## src/rtl/core/igrd_pkg.sv

```systemverilog
// ----------------------------------------------------------------------------
// igrd_pkg
// Shared types and constants for the int8 GEMM row dot-product block.
// ----------------------------------------------------------------------------
package igrd_pkg;

  // Configuration register indexes
  localparam logic CFG_A_ROWS     = 1'b0;
  localparam logic CFG_ROW_LENGTH = 1'b1;

  localparam int CFG_IDX_W  = 1;
  localparam int CFG_DATA_W = 13;
  localparam int A_ROWS_W   = 5;
  localparam int ROW_LEN_W  = 13;

  // Field widths of the input and result words
  localparam int ROW_W   = 16;
  localparam int POS_W   = 12;
  localparam int VAL_W   = 8;
  localparam int DOT_W   = 32;
  localparam int OROW_W  = 4;

  localparam logic KIND_A_WRITE = 1'b0;
  localparam logic KIND_B_ELEM  = 1'b1;

  typedef enum logic [2:0] {
    ST_IDLE = 3'b001,
    ST_MAC  = 3'b010,
    ST_EMIT = 3'b100
  } state_t;

  // Commands from the controller to the datapath
  typedef struct packed {
    logic wr;     // store the A element of the current word
    logic rd;     // read all lanes at the current position, latch the B word
    logic mac;    // accumulate the products read last cycle
    logic clear;  // restart the accumulators with this product
    logic emit;   // present one accumulator on the result port
    logic last;   // the emitted result is the final active row
  } cmd_t;

endpackage

```

## src/rtl/core/igrd_ctrl.sv

```systemverilog
// ----------------------------------------------------------------------------
// igrd_ctrl
// Configuration registers and sequencer: accept, accumulate, emit results.
// ----------------------------------------------------------------------------
module igrd_ctrl #(
  parameter int MAX_ROWS_A = 16,
  parameter int MAX_DEPTH  = 4096,
  parameter int IDX_W      = 4,
  parameter int CNT_W      = 5,
  parameter int KLEN_W     = 13
) (
  input  logic                                clk,
  input  logic                                rst_n,
  input  logic                                cfg_we,
  input  logic [igrd_pkg::CFG_IDX_W-1:0]      cfg_index,
  input  logic [igrd_pkg::CFG_DATA_W-1:0]     cfg_wdata,
  input  logic                                start,
  input  logic                                in_kind,
  input  logic [igrd_pkg::ROW_W-1:0]          in_row,
  input  logic [igrd_pkg::POS_W-1:0]          in_pos,
  output logic                                busy,
  output igrd_pkg::cmd_t                      cmd,
  output logic [IDX_W-1:0]                    emit_idx
);

  logic [igrd_pkg::A_ROWS_W-1:0]  a_rows_r;
  logic [igrd_pkg::ROW_LEN_W-1:0] row_length_r;

  igrd_pkg::state_t state_r, state_nxt;
  logic [IDX_W-1:0] idx_r, idx_nxt;
  logic             clear_r, clear_nxt;
  logic             last_pos_r, last_pos_nxt;

  logic [CNT_W-1:0]  m_eff;
  logic [KLEN_W-1:0] k_eff;
  logic [IDX_W-1:0]  idx_top;
  logic              accept;
  logic              a_ok;
  logic              b_ok;

  always_ff @(posedge clk) begin
    if (!rst_n) begin
      a_rows_r     <= igrd_pkg::A_ROWS_W'(1);
      row_length_r <= igrd_pkg::ROW_LEN_W'(64);
    end else if (cfg_we) begin
      case (cfg_index)
        igrd_pkg::CFG_A_ROWS:     a_rows_r     <= cfg_wdata[igrd_pkg::A_ROWS_W-1:0];
        igrd_pkg::CFG_ROW_LENGTH: row_length_r <= cfg_wdata[igrd_pkg::ROW_LEN_W-1:0];
        default: ;
      endcase
    end
  end

  // Clamp the configured sizes into the supported range
  always_comb begin
    if (a_rows_r == '0) begin
      m_eff = CNT_W'(1);
    end else if (32'(a_rows_r) > 32'(MAX_ROWS_A)) begin
      m_eff = CNT_W'(MAX_ROWS_A);
    end else begin
      m_eff = CNT_W'(a_rows_r);
    end
    if (row_length_r == '0) begin
      k_eff = KLEN_W'(1);
    end else if (32'(row_length_r) > 32'(MAX_DEPTH)) begin
      k_eff = KLEN_W'(MAX_DEPTH);
    end else begin
      k_eff = KLEN_W'(row_length_r);
    end
  end

  assign idx_top = IDX_W'(m_eff - CNT_W'(1));
  assign accept  = start && !busy;
  assign a_ok    = (32'(in_row) < 32'(m_eff)) && (32'(in_pos) < 32'(MAX_DEPTH));
  assign b_ok    = 32'(in_pos) < 32'(k_eff);

  always_comb begin
    state_nxt    = state_r;
    idx_nxt      = idx_r;
    clear_nxt    = clear_r;
    last_pos_nxt = last_pos_r;
    cmd          = '0;
    case (state_r)
      igrd_pkg::ST_IDLE: begin
        if (accept) begin
          if (in_kind == igrd_pkg::KIND_A_WRITE) begin
            cmd.wr = a_ok;
          end else if (b_ok) begin
            cmd.rd       = 1'b1;
            clear_nxt    = (in_pos == '0);
            last_pos_nxt = (32'(in_pos) == 32'(k_eff) - 32'd1);
            state_nxt    = igrd_pkg::ST_MAC;
          end
        end
      end
      igrd_pkg::ST_MAC: begin
        cmd.mac   = 1'b1;
        cmd.clear = clear_r;
        idx_nxt   = '0;
        state_nxt = last_pos_r ? igrd_pkg::ST_EMIT : igrd_pkg::ST_IDLE;
      end
      igrd_pkg::ST_EMIT: begin
        cmd.emit = 1'b1;
        cmd.last = (idx_r == idx_top);
        if (idx_r == idx_top) begin
          state_nxt = igrd_pkg::ST_IDLE;
        end else begin
          idx_nxt = idx_r + IDX_W'(1);
        end
      end
      default: begin
        state_nxt = igrd_pkg::ST_IDLE;
      end
    endcase
  end

  always_ff @(posedge clk) begin
    if (!rst_n) begin
      state_r    <= igrd_pkg::ST_IDLE;
      idx_r      <= '0;
      clear_r    <= 1'b0;
      last_pos_r <= 1'b0;
    end else begin
      state_r    <= state_nxt;
      idx_r      <= idx_nxt;
      clear_r    <= clear_nxt;
      last_pos_r <= last_pos_nxt;
    end
  end

  assign busy     = (state_r != igrd_pkg::ST_IDLE);
  assign emit_idx = idx_r;

endmodule

```

## config.mk

```make
export PLATFORM = sky130hd
export DESIGN_NAME = igrd_ctrl
export DESIGN_NICKNAME = d
export VERILOG_FILES = /design/src/rtl/core/igrd_pkg.sv /design/src/rtl/core/igrd_ctrl.sv
export SDC_FILE = /design/constraint.sdc
export NUM_CORES = 1
export LEC_CHECK = 0
export ABC_AREA = 1
export BUFFER_PORTS_ARGS = -buffer_cell sky130_fd_sc_hd__buf_2
export CAP_MARGIN = 20
export CORE_MARGIN = 4
export CORE_UTILIZATION = 53
export CTS_CLUSTER_DIAMETER = 50
export DETAILED_ROUTE_END_ITERATION = 10
export PLACE_DENSITY = 0.88
export SETUP_SLACK_MARGIN = 0.2
export SKIP_LAST_GASP = 1
export SYNTH_ARGS = -nofsm -noshare
export SYNTH_HDL_FRONTEND = slang
export SYNTH_SLANG_ARGS = --single-unit
```

## constraint.sdc

```tcl
create_clock -name clk -period 3.2 [get_ports clk]
set_input_delay 0.64 -clock clk [delete_from_list [all_inputs] [get_ports clk]]
set_output_delay 0.64 -clock clk [all_outputs]
set_load 0.005 [all_outputs]
```

After elaboration in Yosys (flattened, before gate mapping)
Cells that the tools add are included.
{"block": "classes", "addsub": 3, "magnitude_cmp": 4, "n_eq_ne": 11, "muxes": 19, "bitwise_logic": 1, "n_reduce_logical": 11}
{"cell": "equality test 12 x 32 -> 1 bit", "n": 1}
{"cell": "two-way mux 13 bit", "n": 2}
{"cell": "less-than comparator 16 x 5 -> 1 bit", "n": 1}
{"cell": "two-way mux 3 bit", "n": 5}
{"cell": "subtractor 13 x 1 -> 14 bit, second input constant", "n": 1}
{"cell": "> comparator 13 bit, second input constant", "n": 1}
{"cell": "logical NOT 13 bit", "n": 1}
{"cell": "less-than comparator 12 x 13 -> 1 bit", "n": 1}
{"cell": "logical NOT 12 bit", "n": 1}
{"cell": "two-way mux 5 bit", "n": 2}
{"cell": "inequality test 2 bit, second input constant", "n": 5}
{"cell": "case mux 3 bit (3 select lines)", "n": 1}
{"cell": "two-way mux 2 bit", "n": 4}
{"cell": "case mux 4 bit (2 select lines)", "n": 1}
{"cell": "AND reduction 4 bit", "n": 2}
{"cell": "AND reduction 2 bit", "n": 3}
{"cell": "> comparator 5 bit, second input constant", "n": 1}
{"cell": "logical NOT 5 bit", "n": 1}
{"cell": "adder 4 x 1 -> 4 bit, second input constant", "n": 1}
{"cell": "equality test 4 bit", "n": 1}
{"cell": "two-way mux 4 bit", "n": 1}
{"cell": "subtractor 4 x 1 -> 4 bit, second input constant", "n": 1}
{"cell": "equality test 3 x 1 -> 1 bit, second input constant", "n": 1}
{"cell": "equality test 3 x 2 -> 1 bit, second input constant", "n": 1}
{"cell": "7 further kinds", "n": 9}
{"block": "word_totals", "register_bits": 27, "in_bits": 47, "output_inout_bits": 11, "word_cells": 55}

Logic depth before layout (Yosys ltp)
Gate-level depths: netlist of the first run.
{"block": "logic_depth", "ltp_word": 8, "ltp_mapped": 18, "depth_no_buf": 18}

Worst setup path after synthesis of the first run
Ideal clock, no wire load.
{"block": "synth_timing", "path_kind": "reg2out", "startpoint": "reg row_length_r[3] in the netlist's numbering", "endpoint": "out cmd[4] in the netlist's numbering", "t_arrival_ns": 1.841, "required_ns": 2.560, "setup_slack_ns": 0.719, "path_stages_with_launch": 14, "path_buffers": 0, "path_cell_list": "dfxtp_1 -> nor2_1 -> nand2_1 -> nor2_1 -> nand2_2 -> nand2_4 -> nand2_1 -> ha_1 -> inv_1 -> nor3_1 -> nand2_1 -> o21bai_1 -> nand3_1 -> inv_1"}
{"item": "start: declaration", "line_no": "igrd_ctrl.sv:27", "source": "logic [igrd_pkg::ROW_LEN_W-1:0] row_length_r;"}
{"item": "start signal: assignment", "line_no": "igrd_ctrl.sv:44", "source": "row_length_r <= igrd_pkg::ROW_LEN_W'(64);"}
{"item": "start signal: assignment", "line_no": "igrd_ctrl.sv:48", "source": "igrd_pkg::CFG_ROW_LENGTH: row_length_r <= cfg_wdata[igrd_pkg::ROW_LEN_W-1:0];"}
{"item": "end: declaration", "line_no": "igrd_ctrl.sv:22", "source": "output igrd_pkg::cmd_t cmd,"}

==> metrics.cfg, run 1 <==
[grt]
grt_start_max_net_pins=23
overflow=0
grt_antenna_before_repair=0
use_met3_pct=2.98
grt_pass1_vias=2081
grt_pass1_wl_mm=8.98
grt_use_met1_pct=27.3
grt_most_used_layer=met2
grtUsageTotal_pct=21.4
met2_usage_pct=37.3

[detailed_routing]
drc_errors=0
via_count=2268
wl_per_cell_um=12.9
drtIter0Drc=133
wirelength_mm=5.53
antenna_left=0
routed_via_density=5.27
firstDrtPassIters=4

[placed_design]
dp_hpwl_mm=4.46
gp_congestion=1.02
port_buffers=57
dp.cells=421

[timing]
holdWs_ps=477
rsz0062_at_grt=false
slew_violations=0
skew_ps=4.83
fin_crit_sh_pct=93.2
fmax_mhz=335
max-slew-margin-rel_pct=62.7
tns_ps=0
setup_violations=0
fin_crit_ps=2980
worst_pin_slew_ps=555
hold_viol=0

[worst_hold_path]
min_from=clear_r$_SDFFE_PN0P_
hold_end=clear_r$_SDFFE_PN0P_
hold-path-cell-count=2
hold_path_class=reg2reg

[synthesis]
synth_cell_type_count=37
synth_area_per_cell_um2=6.63
yosysWarnings=0
netlist_instances=319
syn-num-nets=385
synth-edff-count=0
yosysSeqAreaShare_pct=25.6
synthArstFlopShare_pct=0
ys_seq_elements=27
ys.flop_type=dfxtp_1
syn_area_um2=2110

[pwr]
p_per_area_nw_per_um2=336
finalPower_uw=872
vdd_ir_drop_max_mv=0.274
cellLeakagePower_nw=1.26

[cts]
clk-insertion-delay-late_ps=270
clk_pin_slew_worst_paths_ps=90
cts_tree=built
ctsHoldBuffers=0
cts_buffer_depth=2
htree_num_levels=1
clock-root-buffer=clkbuf_8
cts.sinks=27
numCtsBuffers=3

[worst_setup_path]
r2r_start=row_length_r[3]$_SDFFE_PN0P_
cp_data_arrival_time_ps=2340
crit_required_ps=2560
crit_path_start_kind=register
timing.rr.end=last_pos_r$_SDFFE_PN0P_
r2r.worst_path.cells=18
r2r_slack_ps=580
crit_path_end_kind=output pin
crit_fanout=7
criticalPathCategory=reg2out

[die]
start_util_pct=56.1
die-area_um2=5060
placementRows=22
core_um2=3770
die_h_um=71.2
ios=58
die_w_um=71.2

[cells_and_area]
nets=449
instances_no_fill=430
antennaDiodeCount=0
fillCellCount=305
multi_input_area_um2=1490
ff_latch_area_um2=551
layout_commonest_cell=buf_2
drive_gt1_share_pct=24.6
final_util_pct=68.8
syn2layout_area_growth_pct=22.8
final_cell_mix=57 x buf_2, 56 x nand2_1, 54 x nor2_1

[outcome]
status=complete, no violations

[flow_run]
cap_viol_max_count=0

==> routing by layer <==
metal  part of all wire [%]  vias to the layer above  routed length (um)
li1                       -                     1185                   -
met1                     43                     1013                2400
met2                     49                       60                2720
met3                    5.7                       10                 318
met4                    1.7                        0                  92
met5                      0                        -                   0
==> power breakdown <==
group / total (mW) / leakage [nW] / internal [mW] / switching (mW)
Combinational: 0.309 / 1.01 / 0.131 / 0.177
Sequential: 0.374 / 0.224 / 0.354 / 0.0204
Clock: 0.189 / 0.0255 / 0.0872 / 0.102
Total: 0.872 / 1.26 / 0.572 / 0.300
==> cell families (layout without fill, tap and decap cells) <==
| logic type | count (synthesis) | after routing | synth area share (%) |
|---|---|---|---|
| AO/OA/AOI/OAI | 56 | 56 | 14.7 |
| XOR/XNOR | 17 | 17 | 7.75 |
| adder cells (fa/ha/maj) | 19 | 19 | 11.2 |
| buffers and inverters | 39 | 101 | 7.10 |
| flip-flops | 27 | 27 | 25.6 |
| AND/OR/NAND/NOR | 161 | 162 | 33.7 |
==> worst max-delay path by stage <==
stage	from	to	slack, ps	depth (start not counted)
after global routing	row_length_r[10]$_SDFFE_PN0P_	cmd[4]	60	14
after CTS	row_length_r[2]$_SDFFE_PN0P_	cmd[4]	230	15
after floorplan	row_length_r[3]$_SDFFE_PN0P_	cmd[4]	720	13
final	row_length_r[3]$_SDFFE_PN0P_	cmd[4]	220	14
after global placement	row_length_r[3]$_SDFFE_PN0P_	cmd[4]	550	14
after detailed placement	row_length_r[3]$_SDFFE_PN0P_	cmd[4]	430	14
==> synthesized netlist by cell type (all sizes together) (3+ instances only) <==
library cell | instances | share of area, %
clkinv | 3 | 0.53
nor4 | 6 | 1.8
inv | 32 | 5.7
nand2 | 64 | 12
nand4 | 4 | 1.2
xor2 | 9 | 3.7
a21oi | 20 | 4.9
nor3 | 7 | 1.7
dfxtp | 27 | 26
clkbuf | 3 | 0.53
nor2 | 57 | 11
ha | 19 | 11
nand3 | 18 | 4.5
xnor2 | 7 | 2.9
o21ai | 28 | 7.0
==> registers in the layout, summed over array words and instances, names as in the netlist <==
register and cells:
clear_r 1, last_pos_r 1, row_length_r 13, emit_idx 4, a_rows_r 5, state_r 3
==> repair_timing <==
item / 4_1_cts / 5_1_grt
gates resized for setup: 2 / 17
endpoints found under the setup margin: 1 / 1
pin swaps: 0 / 6
buffers inserted: 0 / 4
gates cloned: 0 / 1
==> stage by stage <==
step / setup WS (ps) / area [um^2]
6_report: 217 / 2600
5_1_grt: 63.1 / 2600
3_3_place_gp: 547 / 2450
2_1_floorplan: 719 / 2110
4_1_cts: 230 / 2500
3_5_place_dp: 435 / 2450
==> final cells by class <==
cell class	count	share of cell area [%]
Timing Repair Buffer	62	12.4
Clock inverter	1	0.193
Clock buffer	3	1.59
Sequential cell	27	21.2
Multi-Input combinational cell	254	57.2
Inverter	35	5.06
Tap cell	48	2.31
==> worst max-delay path: stages (launching register included) <==
cell and delay (ps):
dfxtp_4 370, nor2_1 90, nand2_1 90, nor2_1 150, nand2_2 100, nand2_4 110, nand2_4 80, ha_4 270
nand2_1 60, nor3_2 240, nand2_1 90, o21bai_4 180, nand3_2 80, inv_1 40, buf_2 120
Note: power is estimated with default switching activity, not from simulation.
==> run 2, diff against run 1 <==
--- a/config.mk
+++ b/config.mk
@@ -12,7 +12,7 @@
 export CORE_UTILIZATION = 53
 export CTS_CLUSTER_DIAMETER = 50
 export DETAILED_ROUTE_END_ITERATION = 10
-export PLACE_DENSITY = 0.88
+export PLACE_DENSITY = 0.81
 export SETUP_SLACK_MARGIN = 0.2
 export SKIP_LAST_GASP = 1
 export SYNTH_ARGS = -nofsm -noshare
==> run 2 against run 1 <==
Effect of this change: cell count rose by 0.70%; clock-buffer cell count rose by 1; combinational power rose by 3%; global-route usage fell by 0.75 points; clock power barely moved; largest power group unchanged; sequential power barely moved; worst setup slack improved by 88 ps; hold slack got worse by 0.74 ps; fmax rose by 3.0%.
==> metrics.cfg, run 2 (synthesized netlist as in run 1, its figures left out) <==
[cells_and_area]
fillCellCount=322  ; was 305
syn2layout_area_growth_pct=25.7  ; was 22.8%
instances_no_fill=433  ; was 430
final_cell_mix=57 x buf_2, 55 x nand2_1, 52 x nor2_1  ; was 57 x buf_2, 56 x nand2_1, 54 x nor2_1
largest_register=row_length_r  ; unchanged
final_util_pct=70.5  ; was 68.8%
nets=452  ; was 449
antennaDiodeCount=0  ; unchanged
layout_commonest_cell=buf_2  ; unchanged
largest_register_ffs=13  ; unchanged
drive_gt1_share_pct=26.5  ; was 24.6%

[detailed_routing]
drtIter0Drc=137  ; was 133
firstDrtPassIters=4  ; unchanged
routed_via_density=5.34  ; was 5.27
via_count=2314  ; was 2268
wl_per_cell_um=12.4  ; was 12.9 um
antenna_left=0  ; unchanged
wirelength_mm=5.37  ; was 5.53 mm
drc_errors=0  ; unchanged

[cts]
cts_tree=built  ; unchanged
cts_buffer_depth=2  ; unchanged
numCtsBuffers=3  ; unchanged
ctsHoldBuffers=0  ; unchanged
htree_num_levels=1  ; unchanged
cts.sinks=27  ; unchanged
clk-insertion-delay-late_ps=270  ; about the same
clk_pin_slew_worst_paths_ps=90  ; about the same
clock-root-buffer=clkbuf_8  ; unchanged

[timing]
skew_ps=5.56  ; was 4.83 ps
fin_crit_sh_pct=90.5  ; was 93.2%
fin_crit_ps=2900  ; was 2980 ps
max-slew-margin-rel_pct=65.7  ; was 62.7%
hold_viol=0  ; unchanged
slew_violations=0  ; unchanged
tns_ps=0  ; unchanged
rsz0062_at_grt=false  ; unchanged
fmax_mhz=345  ; was 335 MHz
worst_pin_slew_ps=511  ; was 555 ps
holdWs_ps=476  ; was 477 ps
setup_violations=0  ; unchanged

[worst_setup_path]
crit_path_start_kind=register  ; unchanged
criticalPathCategory=reg2out  ; unchanged
cp_data_arrival_time_ps=2260  ; was 2340 ps
crit_required_ps=2560  ; about the same
crit_fanout=6  ; was 7
crit_path_end_kind=output pin  ; unchanged

[placed_design]
port_buffers=57  ; unchanged
dp.cells=421  ; unchanged
dp_hpwl_mm=4.32  ; was 4.46 mm
gp_congestion=0.903  ; was 1.02

[die]
die_h_um=71.2  ; unchanged
die_w_um=71.2  ; unchanged
ios=58  ; unchanged
die-area_um2=5060  ; unchanged
core_um2=3770  ; unchanged
start_util_pct=56.1  ; unchanged
placementRows=22  ; unchanged

[pwr]
cellLeakagePower_nw=1.28  ; was 1.26 nW
vdd_ir_drop_max_mv=0.268  ; was 0.274 mV
p_per_area_nw_per_um2=332  ; was 336 nW/um^2

[grt]
grt_start_max_net_pins=23  ; unchanged
grtUsageTotal_pct=20.6  ; was 21.4%
overflow=0  ; unchanged
grt_pass1_vias=2005  ; was 2081
grt_antenna_before_repair=0  ; unchanged
grt_pass1_wl_mm=8.60  ; was 8.98 mm

[worst_hold_path]
hold_path_class=reg2reg  ; unchanged

[flow_run]
cap_viol_max_count=0  ; unchanged

[outcome]
status=complete, no violations  ; unchanged

run 2: changes by cell type in the layout (fill, tap and decap cells not counted), moves of 2 or more:
cell,before,now
buf_4,5,8
dfxtp_1,23,21
ha_1,18,16
ha_4,1,3
nand2_2,7,5
nand2_4,2,4
nor2_1,54,52
nor2_2,2,4
run 2: what timing repair did:
item                       4_1_cts  5_1_grt
buffers inserted                 0        8
cloned                           0        0
gates resized for setup          1       29
pin swaps                        0       10
setup endpoints to repair        1        1
run 2: power by group:
group          total, mW  switching [mW]  internal (mW)
Combinational      0.319           0.180          0.140
Sequential         0.374          0.0201          0.354
Clock              0.189           0.100         0.0891
run 2: worst paths after layout:
path	end	cells after the start	slack (ps)	startpoint
max	cmd[4]	14	300	row_length_r[10]$_SDFFE_PN0P_
min	a_rows_r[2]$_SDFFE_PN0P_	2	480	a_rows_r[2]$_SDFFE_PN0P_
max reg2reg	last_pos_r$_SDFFE_PN0P_	19	640	row_length_r[10]$_SDFFE_PN0P_
min reg2reg	a_rows_r[2]$_SDFFE_PN0P_	2	480	a_rows_r[2]$_SDFFE_PN0P_
run 2: layout make-up:
type	count	area (um^2)	area share [%]
multi-input combinational	253	1510	56.8
sequential	27	556	20.9
timing repair buffer	66	357	13.4
inverter	35	131	4.94
tap	48	60.1	2.26
clock buffer	4	45.0	1.69
run 2: routing by layer:
metal	global-route usage [%]	wire length [um]	vias to the layer above
met5	0	0	-
met4	4.38	53	0
met3	2.41	325	9
met2	35.2	2550	69
met1	27.7	2440	1043
li1	-	-	1193
run 2: worst max-delay path, cell delays in order (launching register included):
cell      delay, ps
dfxtp_4         360
nor2_1          120
nand2_1          90
nor2_2          120
nand2_2          70
nand2_4         120
nand2_4          80
ha_4            270
nand2_1          60
nor3_2          200
nand2_1          90
o21bai_1        180
nand3_2          80
inv_1            40
buf_2           110
run 2: metrics by stage:
stage	total power [mW]	setup slack [ps]	instance area [um^2]
global placement	0.659	544	2450
finish	0.883	304	2660
global route	0.950	149	2660
detailed placement	0.667	468	2450
floorplan	0.581	719	2110
CTS	0.855	206	2490
